--- src/rtl/core/gmlsu_pkg.sv ---
// Shared constants, action codes and inter-module structs for the guest memory
// load/store unit. No dependencies; imported by decode, merge and the top level.
`default_nettype none

package gmlsu_pkg;

    // Store sizes in bytes (powers of two)
    localparam int RAM_BYTES   = 65536;
    localparam int VIDEO_BYTES = 4096;

    localparam int RAM_AW     = $clog2(RAM_BYTES);
    localparam int VIDEO_AW   = $clog2(VIDEO_BYTES);
    localparam int RAM_ROWS   = RAM_BYTES / 4;
    localparam int VIDEO_ROWS = VIDEO_BYTES / 4;
    localparam int RAM_RW     = RAM_AW - 2;
    localparam int VIDEO_RW   = VIDEO_AW - 2;
    localparam int CLR_ROWS   = (RAM_ROWS > VIDEO_ROWS) ? RAM_ROWS : VIDEO_ROWS;
    localparam int CLR_W      = $clog2(CLR_ROWS);

    localparam int ADDR_W    = 29;
    localparam int SPAN_W    = 30;
    localparam int CFG_W     = 30;
    localparam int CFG_IDX_W = 2;

    localparam logic [CFG_IDX_W-1:0] CFG_RAM_BASE   = 2'd0;
    localparam logic [CFG_IDX_W-1:0] CFG_VIDEO_BASE = 2'd1;
    localparam logic [CFG_IDX_W-1:0] CFG_VIDEO_SPAN = 2'd2;

    localparam logic [ADDR_W-1:0] RAM_BASE_RST   = 29'h0800_0000;
    localparam logic [ADDR_W-1:0] VIDEO_BASE_RST = 29'h0400_0000;
    localparam logic [SPAN_W-1:0] VIDEO_SPAN_RST = 30'h0080_0000;

    localparam logic [31:0] LOW3_MASK  = 32'h00FF_FFFF;
    localparam logic [31:0] HIGH3_MASK = 32'hFFFF_FF00;

    typedef enum logic [3:0] {
        ACT_LD8  = 4'd0,
        ACT_LD16 = 4'd1,
        ACT_LD32 = 4'd2,
        ACT_LDL  = 4'd3,
        ACT_LDR  = 4'd4,
        ACT_ST8  = 4'd5,
        ACT_ST16 = 4'd6,
        ACT_ST32 = 4'd7,
        ACT_STL  = 4'd8,
        ACT_STR  = 4'd9
    } action_t;

    // Per-byte mapping of one access and per-lane row addresses
    typedef struct packed {
        logic                       fault;
        logic [3:0]                 vid;
        logic [3:0]                 ram;
        logic [3:0][1:0]            vlane;
        logic [3:0][1:0]            rlane;
        logic [3:0][VIDEO_RW-1:0]   vrow;
        logic [3:0][RAM_RW-1:0]     rrow;
    } dec_t;

    // Per-lane write-back of one access
    typedef struct packed {
        logic [3:0]       vwe;
        logic [3:0]       rwe;
        logic [3:0][7:0]  vwd;
        logic [3:0][7:0]  rwd;
    } wr_t;

endpackage

`default_nettype wire

--- src/rtl/core/gmlsu_merge.sv ---
// Data path: gather the memory word from the byte lanes, form load results and
// merged store words, and steer store bytes to lanes. Depends on gmlsu_pkg.
`default_nettype none

module gmlsu_merge
    import gmlsu_pkg::*;
(
    input  wire action_t        action,
    input  wire logic [1:0]     addr_lo,
    input  wire logic [31:0]    write_data,
    input  wire logic [31:0]    existing_word,
    input  wire dec_t           dec,
    input  wire logic [3:0][7:0] vq,
    input  wire logic [3:0][7:0] rq,
    output logic      [31:0]    rd,
    output wr_t                 wr
);

    logic [31:0] mem;
    logic [31:0] w;
    logic [4:0]  sh;
    logic [4:0]  shl;
    logic        store;

    always_comb
    begin
        for (int i = 0; i < 4; i++)
        begin
            mem[8*i +: 8] = dec.vid[i] ? vq[dec.vlane[i]] : rq[dec.rlane[i]];
        end
        sh    = {addr_lo, 3'b000};
        shl   = 5'd24 - sh;
        rd    = '0;
        w     = write_data;
        store = 1'b0;

        unique case (action) inside
            ACT_LD8:  rd = {24'b0, mem[7:0]};
            ACT_LD16: rd = {16'b0, mem[15:0]};
            ACT_LD32: rd = mem;
            ACT_LDL:  rd = (existing_word & (LOW3_MASK >> sh)) | (mem << shl);
            ACT_LDR:  rd = (existing_word & (HIGH3_MASK << shl)) | (mem >> sh);
            ACT_ST8, ACT_ST16, ACT_ST32: store = 1'b1;
            ACT_STL:
            begin
                store = 1'b1;
                w     = (write_data >> shl) | (mem & (HIGH3_MASK << sh));
            end
            ACT_STR:
            begin
                store = 1'b1;
                w     = (write_data << sh) | (mem & (LOW3_MASK >> shl));
            end
            default:  rd = '0;
        endcase

        if (dec.fault)
        begin
            rd = '0;
        end

        wr = '0;
        for (int l = 0; l < 4; l++)
        begin
            for (int i = 0; i < 4; i++)
            begin
                if (store && !dec.fault && dec.vid[i] && dec.vlane[i] == 2'(l))
                begin
                    wr.vwe[l] = 1'b1;
                    wr.vwd[l] = w[8*i +: 8];
                end
                if (store && !dec.fault && dec.ram[i] && dec.rlane[i] == 2'(l))
                begin
                    wr.rwe[l] = 1'b1;
                    wr.rwd[l] = w[8*i +: 8];
                end
            end
        end
    end

endmodule

`default_nettype wire

--- config.mk ---
export PLATFORM = sky130hd
export DESIGN_NAME = gmlsu_merge
export DESIGN_NICKNAME = d
export VERILOG_FILES = /design/src/rtl/core/gmlsu_pkg.sv /design/src/rtl/core/gmlsu_merge.sv
export SDC_FILE = /design/constraint.sdc
export NUM_CORES = 1
export LEC_CHECK = 0
export ABC_AREA = 1
export BUFFER_PORTS_ARGS = -buffer_cell sky130_fd_sc_hd__buf_2
export CORE_MARGIN = 2
export CORE_UTILIZATION = 30
export DETAILED_ROUTE_END_ITERATION = 8
export GPL_TIMING_DRIVEN = 0
export PLACE_DENSITY = 0.6
export SLEW_MARGIN = 20
export SYNTH_ARGS = -nofsm -noshare
export SYNTH_HDL_FRONTEND = slang
export SYNTH_SLANG_ARGS = --single-unit
--- constraint.sdc ---
create_clock -name vclk -period 1.75
set_input_delay 0.0875 -clock vclk [all_inputs]
set_output_delay 0.0875 -clock vclk [all_outputs]
set_load 0.005 [all_outputs]
After elaboration in Yosys (flattened, before gate mapping)
Index checks and enable logic that the tools add are counted.
Word-level totals
  register bits: 0
  input bits: 255
  output and inout bits: 104
Operators by class
  $add $sub $neg: 1
  $lt $le $gt $ge: 8
  eq/ne operators: 33
  shift operators: 8
  mux-type cells: 88
  bitwise logic cells: 8
  reductions and logical operators: 52
Operator list (number)
  2-to-1 mux 8 bit: 44
  one-hot mux 32 bit (5 select lines): 1
  bitwise AND 32 bit: 4
  binary-select mux 8 bit (select 2 bit): 8
  bitwise OR 32 bit: 4
  one-hot mux 32 bit (2 select lines): 1
  << shifter 32 x 5 -> 32 bit: 2
  << shifter 32 x 5 -> 32 bit (first input constant): 2
  >> shifter 24 x 5 -> 32 bit (first input constant): 2
  >> shifter 32 x 5 -> 32 bit: 2
  logical AND 1 bit: 41
  2-to-1 mux 1 bit: 33
  equality test 2 bit (second input constant): 16
  2-to-1 mux 32 bit: 1
  < comparator 2 x 3 -> 1 bit (second input constant): 8
  equality test 2 x 1 -> 1 bit (second input constant): 8
  equality test 4 x 3 -> 1 bit (second input constant): 4
  logical NOT 2 bit: 8
  equality test 4 x 2 -> 1 bit (second input constant): 2
  equality test 4 bit (second input constant): 2
  OR reduction 5 bit: 1
  subtractor 5 bit (first input constant): 1
  equality test 4 x 1 -> 1 bit (second input constant): 1
  logical NOT 4 bit: 1
  logical NOT 1 bit: 1

Logic depth before layout (Yosys ltp)
  word-level depth: 10
  gate-level depth with buffers: 14
  gate-level depth less buffers: 13

Worst setup path after synthesis
Ideal clock, no wire load.
  path kind: input port to output port
  start point: input port dec[98] (netlist bit)
  end point: output port wr[13] (netlist bit)
  arrival: 1.353 ns
  setup slack: 0.309 ns
  stages on the path: 13
  path buffers: 2
  path through: buf_4 > buf_2 > o21ai_0 > nand2_1 > nand3_1 > nand2_1 > o21ai_0 > nand2_1 > nand2_1 > nand2_1 > nand2_1 > nand2_1 > nand2_1
RTL lines
  start: declaration: RTL line gmlsu_merge.sv:12  | input wire dec_t dec,
  end: declaration: RTL line gmlsu_merge.sv:16  | output wr_t wr

==> results by group <==
Setup path
  • CP Launch Type: input port
  • Critical Path End Type: output port
  • Worst path slowest cell: nand3_2
  • Arrival time worst endpoint: about 1.9 ns
  • Top cell by count, worst path: nand2_2
  • CP peak stage delay: ~0.19 ns
  • Critical Path, Cell by Cell: buf_12 > clkinvlp_4 > nand2_4 > nor2_1 > nor2_1 > nand3_2 > nand2_4 > nand2_2 > a21boi_2 > nand2_4 > nand2_2 > nand2_2 > nand2_2 > nand2_1 > buf_2
  • Crit-path max FO: 8
  • WS Path Type: input port to output port
  • WP data required: 1.66 ns

Power and ir drop
  • Power Dens Cells: about 260 nW/um2
  • Leak pwr: about 8.3 nW
  • VDD IR max: 0.132 mV

Final layout
  • Nets: ~2700
  • Finished Cell Area: 15600 um2
  • Inserted Diodes: 0
  • Seq cells: 0
  • Area delta synth->final: 75.0%
  • Share of layout cells above drive strength 1: 0.431
  • Fillers: slightly above 3000
  • Clk_buf instances: 0
  • Storage cell area: 0 um2

Logic synthesis
  • Yosys top cell by area: nand2_1
  • Largest family of logic cells by synthesized area: simple AND/OR/NAND/NOR gates
  • Cell Area, Synth: between 8000 and 9000 um2
  • Simple-Gate Fraction of Synth Area: 0.667
  • Seq/Total Area, Yosys: 0
  • Compound-Gate Fraction of Synth Area: 0.199
  • Post-synthesis average cell area: 4.47 um2
  • Ranking of synthesized cells by area: nand2_1, nand3_1, inv_1
  • Post-synth top area share: 0.407
  • Synth top cells by count: nand2_1, nand3_1, inv_1, a21oi_1, o21ai_0
  • Post-Synth XOR/XNOR Area: 0
  • Synth Instances: 2000
  • Syn Nets: 2255
  • Synth warn: 0
  • Cell variety after synth: 36
  • Synth Area in Adders: 0
  • Count leader, synth: nand2_1
  • Proportion of synthesized area in mux cells: 0

Floorplanning
  • Starting Density: 0.303
  • Die area: ~31000 um2
  • Rows: 63
  • Die W: about 180 um
  • Die Ht: 177 um
  • I/O Pins: roughly 360
  • Core ar.: between 20000 and 30000 um2

STA
  • Final-report hold violation count: 0
  • Max Freq: roughly 0.51 GHz
  • RSZ-0062 raised after global routing: true
  • Max_slew headroom: 0.419
  • Worst hold slack: 0.593 ns
  • Setup_tns: -8.45 ns
  • Worst Slack Setup Final: -0.198 ns
  • Final worst-path cycle share: 1.11
  • Final setup vio count: 85
  • Max-slew violations: 0
  • Worst slew pin tran: a little under 0.9 ns
  • Minimum clock period after layout: ~1.9 ns

Placed design
  • Post-DP Area: 10700 um2
  • Port buffer count: 257
  • Final Wtd Congestion: between 1 and 1.5
  • Pre-CTS setup slack: -0.903 ns
  • Detail Placement HPWL: 45300 um

Drt
  • Number of routed nets with antenna violations: 0
  • Initial DRC count: about 2100
  • Total Wirelength: 60900 um
  • DR DRC count: 0
  • DR vias/cell: 5.66
  • Wire per inst: between 20 and 25 um
  • Drt pass-1 iters: 6
  • Via Count: around 16000

Min path
  • HP Class: input port to output port
  • WHS Path Cells: 3

Global route
  • Gr usage total: 0.363
  • Global-route wire length before repair: 86900 um
  • Largest net degree at the start of global routing: 11
  • Remaining Overflow, GRT: 0
  • Vias in the first global route: between 10000 and 15000
  • Initial antenna violation count: 0

Status
  • Status: finished with violations
  • Failing checks: setup timing

Flow run
  • Max-cap viol count: 0

Clock network
  • Cts hold-fix bufs: 0
## layer usage
layer	wire (um)	global-route usage	up-vias
met5	0	0	-
met1	24900	0.495	7452
met2	27000	0.583	1083
li1	-	-	7358
met3	5890	0.0423	182
met4	3170	0.139	0
## what timing repair did
item | 4_1_cts | 5_1_grt
setup endpoints to repair | 104 | 101
pin swaps | 151 | 205
gates cloned | 9 | 4
gates resized for setup | 528 | 417
buffers inserted | 114 | 65
## logic make-up (layout without fill, tap and decap cells)
family | after synthesis | in the layout
buffers and inverters | 290 | 738
AO/OA/AOI/OAI | 305 | 305
AND/OR/NAND/NOR | 1405 | 1405
## stage by stage
stage	instances	power (mW)	util
floorplan	2000	1.43	-
finish	2838	4.05	0.531
CTS	2770	3.34	0.460
global placement	2647	2.56	0.363
detailed placement	2647	2.56	0.363
global route	2838	4.24	0.531
## path summary, 6_finish.rpt
kind / slack [ns] / start / endpoint
setup / recovery: -0.20 / dec[107] / wr[54]
hold / removal: 0.59 / dec[120] / rd[0]
## power breakdown
part           switching, mW  internal, mW  total [mW]
clock network              0             0           0
logic                   2.52          1.52        4.05
registers                  0             0           0
total                   2.52          1.52        4.05
## layout make-up
class | count | area [um2] | area share
plain buffers | 87 | 916 | 0.0586
inverters | 202 | 875 | 0.0559
multi-input cells | 1710 | 10100 | 0.645
well taps | 390 | 488 | 0.0312
repair buffers | 449 | 3280 | 0.210
## layout by cell type, fill, tap and decap left out, drive strengths merged, types with 19 or more instances in the layout
cell / Yosys / final
nand4: 19 / 19
nand3: 263 / 263
inv: 197 / 190
a22oi: 20 / 20
a21oi: 119 / 119
o21ai: 113 / 113
buf: 64 / 519
nand2: 977 / 977
nor2: 120 / 120
o211ai: 21 / 21
## critical path, delay by kind of cell
kind	cells	cell delay (ns)
AO/OA/AOI/OAI	1	0.17
buffers and inverters	3	0.37
AND/OR/NAND/NOR	11	1.21
(Power assumes the default switching activity.)
