--- src/rtl/core/gmlsu_pkg.sv ---
// Shared constants, action codes and inter-module structs for the guest memory
// load/store unit. No dependencies; imported by decode, merge and the top level.
`default_nettype none

package gmlsu_pkg;

    // Store sizes in bytes (powers of two)
    localparam int RAM_BYTES   = 65536;
    localparam int VIDEO_BYTES = 4096;

    localparam int RAM_AW     = $clog2(RAM_BYTES);
    localparam int VIDEO_AW   = $clog2(VIDEO_BYTES);
    localparam int RAM_ROWS   = RAM_BYTES / 4;
    localparam int VIDEO_ROWS = VIDEO_BYTES / 4;
    localparam int RAM_RW     = RAM_AW - 2;
    localparam int VIDEO_RW   = VIDEO_AW - 2;
    localparam int CLR_ROWS   = (RAM_ROWS > VIDEO_ROWS) ? RAM_ROWS : VIDEO_ROWS;
    localparam int CLR_W      = $clog2(CLR_ROWS);

    localparam int ADDR_W    = 29;
    localparam int SPAN_W    = 30;
    localparam int CFG_W     = 30;
    localparam int CFG_IDX_W = 2;

    localparam logic [CFG_IDX_W-1:0] CFG_RAM_BASE   = 2'd0;
    localparam logic [CFG_IDX_W-1:0] CFG_VIDEO_BASE = 2'd1;
    localparam logic [CFG_IDX_W-1:0] CFG_VIDEO_SPAN = 2'd2;

    localparam logic [ADDR_W-1:0] RAM_BASE_RST   = 29'h0800_0000;
    localparam logic [ADDR_W-1:0] VIDEO_BASE_RST = 29'h0400_0000;
    localparam logic [SPAN_W-1:0] VIDEO_SPAN_RST = 30'h0080_0000;

    localparam logic [31:0] LOW3_MASK  = 32'h00FF_FFFF;
    localparam logic [31:0] HIGH3_MASK = 32'hFFFF_FF00;

    typedef enum logic [3:0] {
        ACT_LD8  = 4'd0,
        ACT_LD16 = 4'd1,
        ACT_LD32 = 4'd2,
        ACT_LDL  = 4'd3,
        ACT_LDR  = 4'd4,
        ACT_ST8  = 4'd5,
        ACT_ST16 = 4'd6,
        ACT_ST32 = 4'd7,
        ACT_STL  = 4'd8,
        ACT_STR  = 4'd9
    } action_t;

    // Per-byte mapping of one access and per-lane row addresses
    typedef struct packed {
        logic                       fault;
        logic [3:0]                 vid;
        logic [3:0]                 ram;
        logic [3:0][1:0]            vlane;
        logic [3:0][1:0]            rlane;
        logic [3:0][VIDEO_RW-1:0]   vrow;
        logic [3:0][RAM_RW-1:0]     rrow;
    } dec_t;

    // Per-lane write-back of one access
    typedef struct packed {
        logic [3:0]       vwe;
        logic [3:0]       rwe;
        logic [3:0][7:0]  vwd;
        logic [3:0][7:0]  rwd;
    } wr_t;

endpackage

`default_nettype wire

--- src/rtl/core/gmlsu_decode.sv ---
// Address decode: canonicalize, map each byte of an access to video or main
// store, and derive per-lane row addresses. Depends on gmlsu_pkg.
`default_nettype none

module gmlsu_decode
    import gmlsu_pkg::*;
(
    input  wire action_t             action,
    input  wire logic [31:0]         address,
    input  wire logic [ADDR_W-1:0]   ram_base,
    input  wire logic [ADDR_W-1:0]   video_base,
    input  wire logic [SPAN_W-1:0]   video_span,
    output dec_t                     dec
);

    logic [3:0]              act;
    logic [ADDR_W-1:0]       base;
    logic [ADDR_W+1:0]       vend;
    logic [3:0][ADDR_W-1:0]  ci;
    logic [3:0][ADDR_W-1:0]  voff;
    logic [3:0][ADDR_W-1:0]  roff;
    logic [3:0]              vhit;
    logic [3:0]              rhit;
    logic [3:0][1:0]         vk;
    logic [3:0][1:0]         rk;

    always_comb
    begin
        act  = 4'b0000;
        base = address[ADDR_W-1:0];
        unique case (action) inside
            ACT_LD8, ACT_ST8:   act = 4'b0001;
            ACT_LD16, ACT_ST16: act = 4'b0011;
            ACT_LD32, ACT_ST32: act = 4'b1111;
            ACT_LDL, ACT_LDR, ACT_STL, ACT_STR:
            begin
                act  = 4'b1111;
                base = {address[ADDR_W-1:2], 2'b00};
            end
            default:            act = 4'b0000;
        endcase

        vend = {2'b00, video_base} + {1'b0, video_span};
        dec  = '0;

        for (int i = 0; i < 4; i++)
        begin
            ci[i]   = base + ADDR_W'(i);
            voff[i] = ci[i] - video_base;
            roff[i] = ci[i] - ram_base;
            vhit[i] = (ci[i] >= video_base) && ({2'b00, ci[i]} < vend);
            rhit[i] = !vhit[i] && (ci[i] >= ram_base) && (roff[i] < ADDR_W'(RAM_BYTES));
            dec.vid[i]   = act[i] & vhit[i];
            dec.ram[i]   = act[i] & rhit[i];
            dec.vlane[i] = voff[i][1:0];
            dec.rlane[i] = roff[i][1:0];
        end
        dec.fault = |(act & ~(vhit | rhit));

        for (int l = 0; l < 4; l++)
        begin
            vk[l] = 2'(l) - voff[0][1:0];
            rk[l] = 2'(l) - roff[0][1:0];
            dec.vrow[l] = voff[vk[l]][VIDEO_AW-1:2];
            dec.rrow[l] = roff[rk[l]][RAM_AW-1:2];
        end
    end

endmodule

`default_nettype wire

--- config.mk ---
export PLATFORM = sky130hd
export DESIGN_NAME = gmlsu_decode
export DESIGN_NICKNAME = d
export VERILOG_FILES = /design/src/rtl/core/gmlsu_pkg.sv /design/src/rtl/core/gmlsu_decode.sv
export SDC_FILE = /design/constraint.sdc
export NUM_CORES = 1
export LEC_CHECK = 0
export BUFFER_PORTS_ARGS = -buffer_cell sky130_fd_sc_hd__buf_4
export CORE_ASPECT_RATIO = 1.2
export CORE_UTILIZATION = 55
export DETAILED_ROUTE_END_ITERATION = 12
export GPL_TIMING_DRIVEN = 0
export PLACE_DENSITY = 0.83
export SETUP_SLACK_MARGIN = 0.02
export SYNTH_ARGS = -nofsm -noshare
export SYNTH_HDL_FRONTEND = slang
export SYNTH_SLANG_ARGS = --single-unit
export TNS_END_PERCENT = 10
--- constraint.sdc ---
create_clock -name vclk -period 9
set_input_delay 0.45 -clock vclk [all_inputs]
set_output_delay 0.45 -clock vclk [all_outputs]
set_load 0.05 [all_outputs]
* After elaboration in Yosys (flattened, before gate mapping)
Index checks and enable logic that the tools add are counted.
** Word-level totals
- Bits in registers :: 0
- Output and inout bits :: 121
- Word-level logic and storage cells :: 104
- Input port bits :: 124
** Operators by class
- Order comparisons :: 24
- Reductions and logical operators :: 22
- $add $sub $neg :: 20
- Eq/ne operators :: 9
- Bitwise gates (word level) :: 11
- Muxes and demuxes :: 18
** Operator list (number)
- 29-bit binary-select mux with 2-bit select :: 8
- 29-bit >= comparator :: 8
- 29-bit subtractor :: 8
- 29-bit by 31-bit < comparator with 1-bit output :: 4
- 29-bit by 17-bit < comparator with 1-bit output, second input constant :: 4
- 16-bit two-way mux :: 4
- 29-bit by 2-bit adder with 29-bit output, second input constant :: 2
- 12-bit two-way mux :: 4
- 29-bit by 30-bit adder with 31-bit output :: 1
- 29-bit by 1-bit adder with 29-bit output, second input constant :: 1
- 2-bit by 3-bit < comparator with 1-bit output, second input constant :: 8
- 4-bit by 3-bit == test with 1-bit output, second input constant :: 4
- 1-bit logical AND :: 12
- 4-bit case mux with 3 select lines :: 1
- 1-bit bitwise AND :: 8
- 4-bit by 2-bit == test with 1-bit output, second input constant :: 2
- 4-bit == test, second input constant :: 2
- 4-bit OR reduction :: 2
- 1-bit by 2-bit subtractor with 2-bit output, first input constant :: 4
- 2-bit subtractor, first input constant :: 4
- 6-bit OR reduction :: 1
- 4-bit bitwise AND :: 1
- 4-bit by 1-bit == test with 1-bit output, second input constant :: 1
- 1-bit zero test :: 4
- other kinds (5) :: 6

* Longest topological paths before layout
- Word-level depth :: 13
- Depth in mapped cells :: 26
- Depth with buffers taken out :: 25

* Worst setup path before layout
Ideal clock, no wire load.
- Kind :: input port to output port
- From :: input action[2]
- To :: output dec[114] (netlist name)
- Stages on the path :: 23
- Required time :: 8550 ps
- Arrival :: 6300 ps
- Buffers on the path :: 0
- Setup slack :: 2250 ps
- Cells stage by stage :: nor3b_1 > o21bai_1 > inv_1 > nor2_1 > nand2_1 > inv_1 > ha_1 > nand3_1 > nor4_1 > nand3_1 > nor3_1 > xor2_1 > ha_1 > or2_2 > a21oi_1 > a21oi_1 > a21o_1 > a31o_1 > a211oi_1 > a21oi_1 > mux2_2 > nand4b_1 > nor3_1
** RTL lines
- start, declared :: line gmlsu_decode.sv:8 : input wire action_t action,
- end, declared :: line gmlsu_decode.sv:13 : output dec_t dec

==> key figures <==
Critical path
  – Max Fanout on Critical Path: 12
  – CP startpoint: action[2]
  – Critical path capture point type: primary output
  – Crit Path Category: primary input to primary output
  – Arrival time at the worst endpoint: 7.99 ns
  – Startpoint types: primary input
  – Worst setup path endpoint: dec[120]
  – CP required: 8.55 ns

Route
  – Wire per inst: 22.6 um
  – Via count: 19300
  – DRC: 0
  – Vias/cell: 6.52
  – Pre-antenna DRT Iters: 5
  – Final WL: 66800 um
  – Post-route ant nets: 0
  – Initial DRC count: 1688

Die
  – IO Pins: 245
  – Die X: 163 um
  – Core Footprint: 30600 um^2
  – Die Footprint: 31800 um^2
  – Starting Density: 0.560
  – Die extent in y: 195 um
  – Rows: 70

Clock tree
  – Setup Fix Bufs, Post-CTS: 0

Worst hold path
  – Hold Crit Class: primary input to primary output

GRT
  – Initial antenna violation count: 1
  – Vias in the first global route: 18300
  – GRT Overall Usage: 0.403
  – Largest net degree at the start of global routing: 13
  – Overflow after GRT: 0
  – First-pass GRT wire length: 100000 um

Synth
  – Syn_area_per_cell: 7.38 um^2
  – Post-Syn Nets: 2828
  – Top cells by count, synth: ha_1 (374), a21oi_1 (211), nor2_1 (190), nand2_1 (164), mux2i_1 (139)
  – Synthesis Warnings: 0
  – Synth unique cells: 87
  – Synthesized area: 17100 um^2
  – Area leader, netlist: ha_1
  – Top-count cell post-synth: ha_1
  – Yosys top cell area share: 0.273
  – Synth top area cells: ha_1 (27%), mux2i_1 (8.1%), xnor2_1 (6.8%)
  – Sequential area share after synthesis: 0
  – Cells after Synth: 2321

Timing
  – Final clock period utilization by the worst path: 0.937
  – Slew HR: 0.149
  – Slew at the pin with the worst max-slew slack: 1.26 ns
  – Hold slack: 1.40 ns
  – Fin. max-slew vios: 0
  – RSZ-0062 raised after global routing: false
  – Tmin final: 8.44 ns
  – Final Hold Vio Count: 0
  – Fmax: 0.119 GHz
  – Post-Route Setup TNS: 0 ns
  – Final setup fails: 0

Layout
  – Nets: 3072
  – Post-Layout Cell Count: 2960
  – Seq. cell area: 0 um^2
  – Clkbuf count: 0
  – Fraction of final layout cells sized beyond drive strength 1: 0.117
  – Seq_cells: 0
  – P&R area growth vs syn: 13.7%

Placed design
  – Post-DP HPWL: 58200 um
  – Placed insts: 2959
  – Number of port buffers: 242
  – Routability cong.: 1.02

Outcome
  – Run status: finished, final reports clean

Flow run
  – Max cap viols: 0
[metrics by stage]
step | util | setup slack (ns) | instance area [um^2]
after global routing | 0.637 | 0.0904 | 19500
final | 0.637 | 0.563 | 19500
after detailed placement | 0.636 | -0.615 | 19400
after CTS | 0.636 | 0.249 | 19400
after floorplan | - | 2.25 | 17100
after global placement | 0.636 | -0.638 | 19400
[area by class of cell]
| cell class | instances | area [um^2] |
|---|---|---|
| antenna | 1 | 2.50 |
| buffer | 70 | 282 |
| fill | 2845 | 11100 |
| inverter | 139 | 526 |
| multi-input combinational | 2112 | 16300 |
| tap | 396 | 495 |
| timing repair buffer | 242 | 1820 |
[timing repair]
item | in CTS | in global routing
cloned | 0 | 0
hold buffers | 0 | 0
endpoints found under the setup margin | 2 | 2
gates resized for setup | 3 | 3
endpoints found under the hold margin | 0 | 0
[critical path, stage by stage]
cell and delay (ns):
buf_4 0.13, nor3b_1 0.13, o21bai_1 0.29, inv_1 0.07, nor2_1 0.15, nand2_1 0.22, inv_1 0.22, clkbuf_1 0.80
ha_1 0.28, clkbuf_1 0.51, nand3_1 0.40, or2_2 0.43, nor3_1 0.19, xor2_1 0.60, ha_1 0.44, nor2b_1 0.20
a31oi_1 0.16, a21oi_1 0.08, a31oi_1 0.14, o21ai_0 0.17, nor4_1 0.46, o2111a_1 0.29, nand4_1 0.15, a2111oi_2 0.50
nand2b_1 0.17, nand4_1 0.10, buf_4 0.20
[how the worst min path moves through the flow]
stage,to,slack [ns],depth (start not counted),start
after CTS,dec[109],1.40,4,video_base[1]
after detailed placement,dec[109],1.40,4,video_base[1]
after global placement,dec[109],1.40,4,video_base[1]
final,dec[109],1.40,4,video_base[1]
after floorplan,dec[98],1.21,2,ram_base[0]
after global routing,dec[109],1.46,4,video_base[1]
[placed cells by master (no fill, tap or decap), types with 20 or more instances in the layout]
master,count
nand2b_1,21
mux2i_1,139
nand4_1,79
o21bai_1,22
o211ai_1,20
o21a_1,34
clkbuf_1,48
nor2_1,190
nor3_1,39
o21ai_1,22
ha_1,374
o21ai_0,96
nand2_1,164
xor2_1,76
and3_1,27
buf_4,246
inv_1,136
nor2b_1,38
a21o_1,118
a21oi_1,211
a211oi_1,24
nand3_1,39
xnor2_1,131
[cells by family (layout without fill, tap and decap cells)]
| family | count (synthesis) | in the layout | share of synthesized area |
|---|---|---|---|
| compound gates | 691 | 691 | 0.265 |
| xor+xnor | 208 | 208 | 0.106 |
| fa+ha+maj | 383 | 383 | 0.284 |
| buf+inv | 209 | 451 | 0.0469 |
| mux | 161 | 161 | 0.106 |
| other cells | 0 | 1 | 0 |
| simple gates | 669 | 669 | 0.192 |
[routing by layer]
metal  share of wire  routed length [um]  global-route usage  vias to the layer above
li1                -                   -                   -                     9172
met1            0.40               26800               0.477                     8953
met2            0.46               30800               0.688                      913
met3           0.059                3930              0.0302                      271
met4           0.079                5250               0.276                        0
met5               0                   0                   0                        -
